==> config.mk <==
export PLATFORM = sky130hd
export DESIGN_NAME = j1939_fault_event_tracker
export DESIGN_NICKNAME = d
export VERILOG_FILES = /design/src/rtl/jfet_pkg.sv /design/src/rtl/j1939_fault_event_tracker.sv
export SDC_FILE = /design/constraint.sdc
export NUM_CORES = 1
export LEC_CHECK = 0
export BUFFER_PORTS_ARGS = -buffer_cell sky130_fd_sc_hd__buf_2
export CAP_MARGIN = 40
export CORE_MARGIN = 3
export CORE_UTILIZATION = 53
export CTS_CLUSTER_DIAMETER = 100
export DETAILED_ROUTE_END_ITERATION = 8
export PLACE_DENSITY_LB_ADDON = 0.05
export REMOVE_ABC_BUFFERS = 1
export SYNTH_ARGS = -nofsm -noshare
export SYNTH_HDL_FRONTEND = slang
export SYNTH_SLANG_ARGS = --single-unit
==> constraint.sdc <==
create_clock -name clk -period 6.6 [get_ports clk]
set_clock_uncertainty 0.1 [all_clocks]
set_input_delay 0.66 -clock clk [delete_from_list [all_inputs] [get_ports clk]]
set_output_delay 0.66 -clock clk [all_outputs]
set_load 0.1 [all_outputs]
==> src/rtl/jfet_pkg.sv <==
// Package for the J1939 fault event tracker.
// Holds PGN codes, register indexes, reset values, segment codes and the input beat type.
// No dependencies.
`default_nettype none

package jfet_pkg;

  localparam int unsigned CFG_IDX_W = 2;
  localparam int unsigned CFG_DATA_W = 32;

  localparam logic [CFG_IDX_W-1:0] CFG_STARTUP_GRACE = 2'd0;
  localparam logic [CFG_IDX_W-1:0] CFG_FAULT_HOLD = 2'd1;
  localparam logic [CFG_IDX_W-1:0] CFG_POST_WINDOW = 2'd2;

  localparam logic [15:0] GRACE_RST = 16'd5000;
  localparam logic [15:0] HOLD_RST = 16'd1500;
  localparam logic [31:0] POST_WINDOW_RST = 32'd300000;

  localparam logic [17:0] PGN_EEC1 = 18'd61444;
  localparam logic [17:0] PGN_DM1 = 18'd65226;
  localparam logic [7:0] PF_PDU2_MIN = 8'd240;
  localparam logic [7:0] BYTE_NA = 8'hFF;
  localparam logic [8:0] TORQUE_OFFSET = 9'd125;

  localparam logic KIND_FRAME = 1'b0;
  localparam logic KIND_TICK = 1'b1;

  localparam logic [2:0] SEG_IDLE = 3'd0;
  localparam logic [2:0] SEG_START = 3'd1;
  localparam logic [2:0] SEG_ACTIVE = 3'd2;
  localparam logic [2:0] SEG_POST = 3'd3;
  localparam logic [2:0] SEG_POST_LAST = 3'd4;

  typedef struct packed {
    logic        kind;
    logic [31:0] time_ms;
    logic [28:0] can_id;
    logic        is_extended;
    logic [3:0]  length;
    logic [63:0] payload;
  } in_beat_t;

endpackage

`default_nettype wire

==> src/rtl/j1939_fault_event_tracker.sv <==
// J1939 fault event tracker top level: EEC1 and DM1 decode, snapshot per tick, event tracking.
// Depends on jfet_pkg.
//
//   channel  direction  handshake            beat
//   in_      input      in_valid/in_ready    CAN frame or sample tick
//   out_     output     out_valid/out_ready  snapshot, one per tick
//   cfg_     input      cfg_wr_en            register write, no wait
//
// A beat is decoded from the input register during the cycle after its acceptance, and a
// tick's snapshot is registered when the tick leaves the input register; one beat per
// cycle is sustained while no tick waits on a full and stalled output register.
// Frames produce no snapshot and never wait on the output side.
// A tick waits in the input register only while the output register is full and stalled.
// Reset is synchronous and restores the register defaults and clears all decoded state.
`default_nettype none

module j1939_fault_event_tracker (
  input  wire logic                            clk,
  input  wire logic                            rst_n,
  input  wire logic                            in_valid,
  output      logic                            in_ready,
  input  wire logic                            in_kind,
  input  wire logic [31:0]                     in_time_ms,
  input  wire logic [28:0]                     in_can_id,
  input  wire logic                            in_is_extended,
  input  wire logic [3:0]                      in_length,
  input  wire logic [63:0]                     in_payload,
  output      logic                            out_valid,
  input  wire logic                            out_ready,
  output      logic [2:0]                      out_segment,
  output      logic [15:0]                     out_rpm_eighths,
  output      logic                            out_rpm_valid,
  output      logic signed [8:0]               out_driver_torque,
  output      logic signed [8:0]               out_actual_torque,
  output      logic [1:0]                      out_torque_valid_bits,
  output      logic signed [8:0]               out_tq_delta,
  output      logic                            out_fault_active,
  output      logic                            out_fault_trigger,
  output      logic                            out_event_dtc_valid,
  output      logic [18:0]                     out_event_dtc_spn,
  output      logic [5:0]                      out_event_dtc_fmi_cm,
  input  wire logic                            cfg_wr_en,
  input  wire logic [jfet_pkg::CFG_IDX_W-1:0]  cfg_index,
  input  wire logic [jfet_pkg::CFG_DATA_W-1:0] cfg_wdata
);

  logic [15:0] grace_r;
  logic [15:0] hold_r;
  logic [31:0] post_window_r;

  jfet_pkg::in_beat_t beat_r;
  logic               beat_valid_r;

  logic [15:0]       speed_raw_r, speed_raw_nxt;
  logic              speed_ok_r, speed_ok_nxt;
  logic signed [8:0] demand_tq_r, demand_tq_nxt;
  logic signed [8:0] actual_tq_r, actual_tq_nxt;
  logic [1:0]        torque_ok_r, torque_ok_nxt;
  logic              diag_valid_r, diag_valid_nxt;
  logic [24:0]       diag_code_r, diag_code_nxt;
  logic [31:0]       diag_time_r, diag_time_nxt;
  logic              event_open_r, event_open_nxt;
  logic              post_started_r, post_started_nxt;
  logic [31:0]       post_end_r, post_end_nxt;
  logic              dtc_valid_r, dtc_valid_nxt;
  logic [24:0]       dtc_code_r, dtc_code_nxt;

  logic              out_valid_r;
  logic [2:0]        seg_r;
  logic              fault_r, trig_r;
  logic              ev_dtc_valid_r;
  logic [24:0]       ev_dtc_r;
  logic [15:0]       o_speed_r;
  logic              o_speed_ok_r;
  logic signed [8:0] o_demand_r, o_actual_r, o_gap_r;
  logic [1:0]        o_torque_ok_r;

  logic        out_free;
  logic        is_tick;
  logic        consume;
  logic [7:0]  pf;
  logic [17:0] pgn;
  logic        is_eec1, is_dm1;
  logic [7:0]  b0, b1, b2, b3, b4, b5;
  logic [15:0] spd;
  logic [31:0] since_diag;
  logic        fault, trig;
  logic [31:0] post_end_cand;
  logic [2:0]  seg;
  logic        dm1_ok;

  assign out_free = !out_valid_r || out_ready;
  assign is_tick  = beat_r.kind == jfet_pkg::KIND_TICK;
  assign consume  = beat_valid_r && (!is_tick || out_free);
  assign in_ready = !beat_valid_r || consume;

  assign pf  = beat_r.can_id[23:16];
  assign pgn = (pf < jfet_pkg::PF_PDU2_MIN) ? {beat_r.can_id[25:16], 8'h00}
                                            : beat_r.can_id[25:8];
  assign is_eec1 = beat_r.is_extended && (pgn == jfet_pkg::PGN_EEC1);
  assign is_dm1  = beat_r.is_extended && (pgn == jfet_pkg::PGN_DM1);

  assign b0  = beat_r.payload[7:0];
  assign b1  = beat_r.payload[15:8];
  assign b2  = beat_r.payload[23:16];
  assign b3  = beat_r.payload[31:24];
  assign b4  = beat_r.payload[39:32];
  assign b5  = beat_r.payload[47:40];
  assign spd = {b4, b3};

  assign dm1_ok = (beat_r.length >= 4'd6) &&
                  !((b2 == jfet_pkg::BYTE_NA) && (b3 == jfet_pkg::BYTE_NA) &&
                    (b4 == jfet_pkg::BYTE_NA) && (b5 == jfet_pkg::BYTE_NA));

  assign since_diag = beat_r.time_ms - diag_time_r;
  assign fault = diag_valid_r && (since_diag <= {16'd0, hold_r});
  assign trig  = fault && (beat_r.time_ms >= {16'd0, grace_r});
  assign post_end_cand = post_started_r ? post_end_r : (beat_r.time_ms + post_window_r);

  always_comb begin
    speed_raw_nxt    = speed_raw_r;
    speed_ok_nxt     = speed_ok_r;
    demand_tq_nxt    = demand_tq_r;
    actual_tq_nxt    = actual_tq_r;
    torque_ok_nxt    = torque_ok_r;
    diag_valid_nxt   = diag_valid_r;
    diag_code_nxt    = diag_code_r;
    diag_time_nxt    = diag_time_r;
    event_open_nxt   = event_open_r;
    post_started_nxt = post_started_r;
    post_end_nxt     = post_end_r;
    dtc_valid_nxt    = dtc_valid_r;
    dtc_code_nxt     = dtc_code_r;
    seg              = jfet_pkg::SEG_IDLE;

    if (!is_tick) begin
      if (is_eec1) begin
        speed_ok_nxt  = (beat_r.length >= 4'd5) && (spd != 16'hFFFF);
        speed_raw_nxt = speed_ok_nxt ? spd : 16'd0;
        torque_ok_nxt = 2'b00;
        demand_tq_nxt = 9'sd0;
        actual_tq_nxt = 9'sd0;
        if ((beat_r.length >= 4'd1) && (b0 != jfet_pkg::BYTE_NA)) begin
          demand_tq_nxt    = $signed({1'b0, b0} - jfet_pkg::TORQUE_OFFSET);
          torque_ok_nxt[0] = 1'b1;
        end
        if ((beat_r.length >= 4'd2) && (b1 != jfet_pkg::BYTE_NA)) begin
          actual_tq_nxt    = $signed({1'b0, b1} - jfet_pkg::TORQUE_OFFSET);
          torque_ok_nxt[1] = 1'b1;
        end
      end else if (is_dm1 && dm1_ok) begin
        diag_code_nxt  = {b5[7], b4[4:0], b4[7:5], b3, b2};
        diag_valid_nxt = 1'b1;
        diag_time_nxt  = beat_r.time_ms;
      end
    end else begin
      if (!event_open_r) begin
        if (trig) begin
          dtc_valid_nxt    = 1'b1;
          dtc_code_nxt     = diag_code_r;
          event_open_nxt   = 1'b1;
          post_started_nxt = 1'b0;
          post_end_nxt     = 32'd0;
          seg              = jfet_pkg::SEG_START;
        end
      end else if (trig) begin
        post_started_nxt = 1'b0;
        post_end_nxt     = 32'd0;
        seg              = jfet_pkg::SEG_ACTIVE;
      end else begin
        post_started_nxt = 1'b1;
        post_end_nxt     = post_end_cand;
        seg = (beat_r.time_ms >= post_end_cand) ? jfet_pkg::SEG_POST_LAST : jfet_pkg::SEG_POST;
      end
      if (seg == jfet_pkg::SEG_POST_LAST) begin
        event_open_nxt   = 1'b0;
        post_started_nxt = 1'b0;
        post_end_nxt     = 32'd0;
        dtc_valid_nxt    = 1'b0;
        dtc_code_nxt     = 25'd0;
      end
    end
  end

  always_ff @(posedge clk) begin
    if (!rst_n) begin
      grace_r       <= jfet_pkg::GRACE_RST;
      hold_r        <= jfet_pkg::HOLD_RST;
      post_window_r <= jfet_pkg::POST_WINDOW_RST;
    end else if (cfg_wr_en) begin
      unique case (cfg_index)
        jfet_pkg::CFG_STARTUP_GRACE: grace_r <= cfg_wdata[15:0];
        jfet_pkg::CFG_FAULT_HOLD: hold_r <= cfg_wdata[15:0];
        jfet_pkg::CFG_POST_WINDOW: post_window_r <= cfg_wdata;
        default: ;
      endcase
    end
  end

  always_ff @(posedge clk) begin
    if (!rst_n) begin
      beat_valid_r <= 1'b0;
    end else if (in_ready) begin
      beat_valid_r <= in_valid;
    end
  end

  always_ff @(posedge clk) begin
    if (in_ready && in_valid) begin
      beat_r.kind        <= in_kind;
      beat_r.time_ms     <= in_time_ms;
      beat_r.can_id      <= in_can_id;
      beat_r.is_extended <= in_is_extended;
      beat_r.length      <= in_length;
      beat_r.payload     <= in_payload;
    end
  end

  always_ff @(posedge clk) begin
    if (!rst_n) begin
      speed_raw_r    <= 16'd0;
      speed_ok_r     <= 1'b0;
      demand_tq_r    <= 9'sd0;
      actual_tq_r    <= 9'sd0;
      torque_ok_r    <= 2'b00;
      diag_valid_r   <= 1'b0;
      diag_code_r    <= 25'd0;
      diag_time_r    <= 32'd0;
      event_open_r   <= 1'b0;
      post_started_r <= 1'b0;
      post_end_r     <= 32'd0;
      dtc_valid_r    <= 1'b0;
      dtc_code_r     <= 25'd0;
    end else if (consume) begin
      speed_raw_r    <= speed_raw_nxt;
      speed_ok_r     <= speed_ok_nxt;
      demand_tq_r    <= demand_tq_nxt;
      actual_tq_r    <= actual_tq_nxt;
      torque_ok_r    <= torque_ok_nxt;
      diag_valid_r   <= diag_valid_nxt;
      diag_code_r    <= diag_code_nxt;
      diag_time_r    <= diag_time_nxt;
      event_open_r   <= event_open_nxt;
      post_started_r <= post_started_nxt;
      post_end_r     <= post_end_nxt;
      dtc_valid_r    <= dtc_valid_nxt;
      dtc_code_r     <= dtc_code_nxt;
    end
  end

  always_ff @(posedge clk) begin
    if (!rst_n) begin
      out_valid_r <= 1'b0;
    end else if (out_free) begin
      out_valid_r <= consume && is_tick;
    end
  end

  always_ff @(posedge clk) begin
    if (consume && is_tick) begin
      seg_r          <= seg;
      fault_r        <= fault;
      trig_r         <= trig;
      ev_dtc_valid_r <= (seg == jfet_pkg::SEG_START) ? 1'b1 : dtc_valid_r;
      ev_dtc_r       <= (seg == jfet_pkg::SEG_START) ? diag_code_r
                        : (dtc_valid_r ? dtc_code_r : 25'd0);
      o_speed_r      <= speed_raw_r;
      o_speed_ok_r   <= speed_ok_r;
      o_demand_r     <= demand_tq_r;
      o_actual_r     <= actual_tq_r;
      o_torque_ok_r  <= torque_ok_r;
      o_gap_r        <= (torque_ok_r == 2'b11) ? (demand_tq_r - actual_tq_r) : 9'sd0;
    end
  end

  assign out_valid             = out_valid_r;
  assign out_segment           = seg_r;
  assign out_rpm_eighths       = o_speed_r;
  assign out_rpm_valid         = o_speed_ok_r;
  assign out_driver_torque     = o_demand_r;
  assign out_actual_torque     = o_actual_r;
  assign out_torque_valid_bits = o_torque_ok_r;
  assign out_tq_delta          = o_gap_r;
  assign out_fault_active      = fault_r;
  assign out_fault_trigger     = trig_r;
  assign out_event_dtc_valid   = ev_dtc_valid_r;
  assign out_event_dtc_spn     = ev_dtc_r[18:0];
  assign out_event_dtc_fmi_cm  = ev_dtc_r[24:19];

endmodule

`default_nettype wire

==> results_dict.tcl, run 1 <==
set metrics [dict create \
    fin_nets 2548 \
    grt_overflow 0 \
    synth_top_family_by_area "simple AND/OR/NAND/NOR gates" \
    rsz0062_at_grt "false" \
    synth_cell_types 84 \
    yosys_warnings 0 \
    netlist.area_leader.share_pct 26.6 \
    gp_congestion 0.905 \
    drc_errors 0 \
    netlist_instances 2033 \
    synthMuxAreaShare_pct 4.73 \
    die_width_um 203 \
    multi_input_area_mm2 0.00979 \
    area_growth_pct 15.0 \
    grt_max_degree 82 \
    yosys.area_share.xor_xnor_pct 2.61 \
    grt_pass1_vias 15100 \
    rows 71 \
    dp_hpwl_um 35900 \
    finalCriticalPeriod_ns 5.72 \
    synthAdderAreaFrac_pct 8.73 \
    cts_resized 0 \
    ys_ff_latch 402 \
    path_max_fanout 24 \
    num_io_pins 249 \
    post_drt_via_cell_ratio 5.56 \
    syn_area_mm2 0.0205 \
    clkLatencyLatePin_ns 0.56 \
    port-buffer-count 221 \
    die_h_um 203 \
    hold_class "in -> reg" \
    share_comb_of_total_power_pct 12.3 \
    yosysMostFrequentCell "nand2_1" \
    power-per-cell-area_mw_per_mm2 244 \
    postCtsSetupRepairBufs 0 \
    crit_required_ns 6.98 \
    stdcell_area_mm2 0.0235 \
    cts_tree "built" \
    die-area_mm2 0.0410 \
    dp_cells 2702 \
    fill_cells 3246 \
    stdcell_count 2782 \
    num_antenna_cells 0 \
    clkSinkCount 402 \
    cp-start-kind "flop" \
    power.net_switching_w 0.00148 \
    fin_crit_sh_pct 86.7 \
    swShare_pct 25.7 \
    final-seq-area_mm2 0.00986 \
    drv_cap 0 \
    vias 15500 \
    synth.avg_cell_area_um2 10.1 \
    critPathKind "reg -> reg" \
    setup_viol 0 \
    status "completed" \
    dr.pass1.iters 5 \
    slew_violations 0 \
    synthFlopType "dfxtp_1" \
    synth_edf_count 181 \
    yosys.area_share.simple_pct 16.0 \
    power_frac_clock_pct 40.3 \
    finalHoldViolations 0 \
    drive_gt1_share_pct 15.1 \
    routedWlPerCell_um 17.5 \
    p_seq_share_pct 47.4 \
    r2r_cells 23 \
    setup-tns-final_ns 0 \
    clock_path_buffers 3 \
    tightest_slew_ns 0.835 \
    seq_area_frac_synth_pct 48.2 \
    initialDrtViolationCount 995 \
    root_buffer "clkbuf_16" \
    start_util_pct 54.1 \
    cp.arrival_ns 6.11 \
    min_delay_path_depth 1 \
    dpl_cell_area_mm2 0.0222 \
    grt_pass1_wl_um 79000 \
    end_kind "flop" \
    routed_wl_um 48700 \
    async_flop_share_pct 0 \
    p_int_w 0.00427 \
    yosysTopAreaCell "edfxtp_1" \
    ir_worst_vdd_mv 0.195 \
    synthTopCellsByCount "nand2_1, dfxtp_1, edfxtp_1, ha_1, inv_1" \
    htreeDepth 2 \
    synth_area_leaders "edfxtp_1, dfxtp_1, ha_1, mux2i_1, nand2_1" \
    utilization_pct 62.2 \
    postCtsHoldBufs 0 \
    slew_headroom_pct 44.3 \
    antenna_found_initial 0 \
    grt_use_total_pct 23.6 \
    synth_compound_area_share_pct 15.5 \
    fmax_mhz 175 \
    path_clk_slew_ns 0.06 \
    cts_buffers 44 \
    core-area_mm2 0.0378 \
    p_leak_nw 9.03 \
    postRouteAntennaNets 0 \
]
worst max-delay path, stage by stage (launching register included):
cell and delay (ns):
edfxtp_1 0.50, inv_1 0.18, fa_1 0.43, nor2b_1 0.19, o21ai_0 0.18, a211oi_1 0.51
o21ai_0 0.18, a21oi_1 0.30, a41oi_1 0.21, o21bai_1 0.22, nor4b_1 0.08, a311oi_1 0.36
ha_1 0.32, nand2_1 0.06, nor3_1 0.05, o21ai_0 0.11, o21a_1 0.16, o21ai_0 0.08
a21oi_1 0.21, o41a_1 0.29, and3_1 0.28, nand2_1 0.19, buf_4 0.27, o2bb2ai_1 0.18
power groups by stage:
stage / Sequential, W / Clock (W) / Combinational (W)
final: 0.00272 / 0.00232 / 0.000709
after floorplan: 0.00286 / 0 / 0.000400
after global placement: 0.00278 / 0 / 0.000687
after global routing: 0.00273 / 0.00249 / 0.000789
after CTS: 0.00273 / 0.00238 / 0.000710
after detailed placement: 0.00278 / 0 / 0.000705
per-stage QoR:
stage	total power (W)	hold slack (ns)	setup slack, ns
after floorplan	0.00327	0.309	-0.306
after global placement	0.00346	0.315	1.08
after detailed placement	0.00348	0.318	0.971
after CTS	0.00582	0.137	0.944
after global routing	0.00601	0.148	0.383
final	0.00575	0.173	0.875
path summary, 6_finish.rpt:
check / from / endpoint / slack [ns]
setup / recovery: beat_r[99]$_DFFE_PP_ / post_end_r[3]$_SDFFE_PN0P_ / 0.88
hold / removal: in_payload[5] / b0[5]$_DFFE_PP_ / 0.17
setup reg to reg: beat_r[99]$_DFFE_PP_ / post_end_r[3]$_SDFFE_PN0P_ / 0.88
hold reg to reg: speed_raw_r[14]$_SDFFE_PN0P_ / out_rpm_eighths[14]$_DFFE_PP_ / 0.33
final cells by class:
type / instances / share of cell area, %
Clock buffer: 61 / 5.21
Clock inverter: 19 / 0.601
Inverter: 121 / 1.94
Multi-Input combinational cell: 1417 / 41.6
Sequential cell: 402 / 41.9
Tap cell: 511 / 2.72
Timing Repair Buffer: 251 / 6.06
sequential cells by signal, summed over array words and instances (netlist names), 9 cells and up:
register / cells
beat_r: 55
diag_time_r: 32
post_end_r: 32
post_window_r: 32
diag_code_r: 25
dtc_code_r: 25
ev_dtc_r: 25
grace_r: 16
hold_r: 16
out_rpm_eighths: 16
speed_raw_r: 16
actual_tq_r: 9
demand_tq_r: 9
out_actual_torque: 9
out_driver_torque: 9
out_tq_delta: 9
cells in the final DEF, fill, tap and decap left out, drive strengths merged, types with 5 or more instances in the layout:
master,instances
a211oi,17
a21boi,50
a21o,46
a21oi,93
a22oi,26
a31oi,6
and2,10
and3,15
and4,6
buf,251
clkbuf,61
clkinv,16
dfxtp,221
edfxtp,181
ha,138
inv,121
mux2i,93
nand2,241
nand2b,20
nand3,39
nand4,55
nor2,78
nor2b,107
nor3,30
nor4,15
nor4b,6
o2111ai,9
o211ai,23
o21a,21
o21ai,94
o21bai,6
o2bb2ai,29
or2,7
or3,5
xnor2,36
xor2,25
logic make-up (layout without fill, tap and decap cells):
group	after synthesis	count (layout)
flip-flops	402	402
adder cells (fa/ha/maj)	141	141
AO/OA/AOI/OAI	467	467
AND/OR/NAND/NOR	652	652
XOR/XNOR	61	61
multiplexers	96	96
buffers and inverters	214	452
routing by layer:
metal	share of wire, %	global-route usage, %
met1	46	32.3
met2	48	39.9
met3	4.3	2.97
met4	2.1	6.29
met5	0	0
Power figures use the tool's default switching activity.
==> run 2, diff against run 1 <==
- CORE_UTILIZATION: 53 -> 63
- CTS_CLUSTER_SIZE: unset -> 28
- MAX_ROUTING_LAYER: unset -> met4
- clock period: 6.6 -> 7.4 ns (I/O delays scaled with it)
==> results_dict.tcl, run 2 (same netlist as run 1, synthesis figures left out) <==
set metrics [dict create \
    htreeDepth 1 \
    routedWlPerCell_um 18.0 \
    initialDrtViolationCount 1129 \
    antenna_found_initial 2 \
    reg2reg_slack_ns 1.27 \
    critical_path.max_stage_delay_ns 0.51 \
    postCtsSetupRepairBufs 0 \
    dpl_cell_area_mm2 0.0220 \
    fin_nets 2515 \
    setup_viol 0 \
    grt_pass1_vias 15200 \
    clock_path_buffers 3 \
    cts_buffers 18 \
    drv_cap 0 \
    finalCriticalPeriod_ns 6.13 \
    gp_congestion 0.918 \
    layout_commonest_cell "nand2_1" \
    top_register "beat_r" \
    critPathBufInv 3 \
    die_h_um 186 \
    critPathKind "reg -> reg" \
    cp.depth 23 \
    status "completed" \
    hold_class "in -> reg" \
    slew_violations 0 \
    r2r_cells 23 \
    holdCritStartpoint "in_payload[43]" \
    postCtsHoldBufs 0 \
    end_kind "flop" \
    path_clk_slew_ns 0.11 \
    power-per-cell-area_mw_per_mm2 187 \
    cp_top_family "compound AO/OA/AOI/OAI gates" \
    slew_headroom_pct 40.2 \
    die_width_um 186 \
    stdcell_area_mm2 0.0225 \
    routed_wl_um 47800 \
    grt_use_total_pct 27.9 \
    fin_crit_sh_pct 82.9 \
    setup-tns-final_ns 0 \
    hold_end "b5[3]$_DFFE_PP_" \
    num_io_pins 249 \
    drc_errors 0 \
    r2r_start "beat_r[99]$_DFFE_PP_" \
    postRouteAntennaNets 0 \
    fill_cells 2494 \
    clkSinkCount 402 \
    grt_max_degree 100 \
    min_delay_path_depth 1 \
    port-buffer-count 221 \
    finalHoldViolations 0 \
    die-area_mm2 0.0347 \
    post_drt_via_cell_ratio 5.88 \
    slowest_stage "edfxtp_1" \
    dp_hpwl_um 34900 \
    p_leak_nw 8.58 \
    startpoint "beat_r[99]$_DFFE_PP_" \
    rows 65 \
    cts_tree "built" \
    layout_common_cells "nand2_1, dfxtp_1, buf_2" \
    rsz0062_at_grt "false" \
    root_buffer "clkbuf_16" \
    area_growth_pct 10.1 \
    cp_cell_sequence "inv_1 -> fa_1 -> nand2b_1 -> a21o_1 -> a21oi_1 -> nor2_1 -> nor2b_1 -> o21ai_0 -> nand2b_1 -> xnor2_1 -> ha_1 -> nand4_1 -> o21ai_0 -> a21oi_1 -> o2111ai_1 -> a211oi_1 -> nand4_1 -> nor4_2 -> and4_1 -> buf_4 -> nand3_2 -> buf_4 -> mux2i_1" \
    grt_overflow 0 \
    multi_input_area_mm2 0.00979 \
    start_util_pct 64.4 \
    vias 15600 \
    ir_worst_vdd_mv 0.240 \
    cp.arrival_ns 6.32 \
    core-area_mm2 0.0318 \
    path_max_fanout 28 \
    grt_pass1_wl_um 76700 \
    cp-start-kind "flop" \
    drive_gt1_share_pct 13.1 \
    largest_reg_flops 55 \
    dr.pass1.iters 5 \
    tightest_slew_ns 0.898 \
    fmax_mhz 163 \
    crit_required_ns 7.58 \
    final-seq-area_mm2 0.00986 \
    cts_resized 0 \
    clkLatencyLatePin_ns 0.54 \
    regToRegEndpoint "ev_dtc_r[22]$_DFFE_PP_" \
]
==> run 2: changes by cell type in the layout (fill, tap and decap cells not counted), moves of 2 or more <==
cell	before	now
buf_4	24	18
clkbuf_8	4	0
buf_16	4	2
clkinvlp_4	2	0
clkbuf_16	45	18
clkinv_2	10	1
diode_2	0	2
clkinv_1	4	1
==> run 2: layer usage <==
metal / up-vias / global-route usage (%) / share of wire, %
met4: 0 / 7.57 / 2.7
met3: 72 / 2.64 / 5.1
li1: 7667 / - / -
met1: 7429 / 37.1 / 45
met5: - / - / 0
met2: 431 / 46.3 / 48
==> run 2: where the power goes <==
group / switching [W] / internal (W) / leakage [nW]
clock: 0.000687 / 0.000474 / 0.252
combinational: 0.000402 / 0.000231 / 4.84
sequential: 0.0000473 / 0.00238 / 3.49
==> run 2: worst max-delay path by stage <==
stage,endpoint
floorplan,b0[0]$_DFFE_PP_
global placement,ev_dtc_r[18]$_DFFE_PP_
detailed placement,ev_dtc_r[22]$_DFFE_PP_
CTS,ev_dtc_r[16]$_DFFE_PP_
global route,ev_dtc_r[22]$_DFFE_PP_
finish,ev_dtc_r[22]$_DFFE_PP_
==> run 2: worst register-to-register path, stage by stage (launching register included) <==
cell and delay, ns:
edfxtp_1 0.51, inv_1 0.17, fa_1 0.50, nand2b_1 0.19, a21o_1 0.20, a21oi_1 0.51
nor2_1 0.14, nor2b_1 0.19, o21ai_0 0.11, nand2b_1 0.11, xnor2_1 0.13, ha_1 0.26
nand4_1 0.11, o21ai_0 0.10, a21oi_1 0.20, o2111ai_1 0.29, a211oi_1 0.28, nand4_1 0.13
nor4_2 0.23, and4_1 0.41, buf_4 0.40, nand3_2 0.13, buf_4 0.30, mux2i_1 0.19
==> run 2: layout make-up <==
| cell class | count | share of cell area, % |
|---|---|---|
| inverters | 121 | 2.02 |
| repair buffers | 244 | 6.01 |
| clock inverters | 3 | 0.161 |
| clock buffers | 29 | 2.18 |
| flip-flops and latches | 402 | 43.8 |
| well taps | 435 | 2.42 |
| diodes | 2 | 0.0222 |
| multi-input cells | 1417 | 43.4 |
==> run 2: per-stage QoR <==
stage	util (%)	std cells	setup WS (ns)	hold WS [ns]	power (W)
2_1_floorplan	-	1940	0.494	0.309	0.00291
3_3_place_gp	68.8	2611	1.47	0.315	0.00308
3_5_place_dp	69.1	2618	1.42	0.316	0.00310
4_1_cts	70.8	2650	1.36	0.240	0.00424
5_1_grt	70.9	2653	0.800	0.232	0.00441
6_report	70.9	2653	1.27	0.264	0.00422
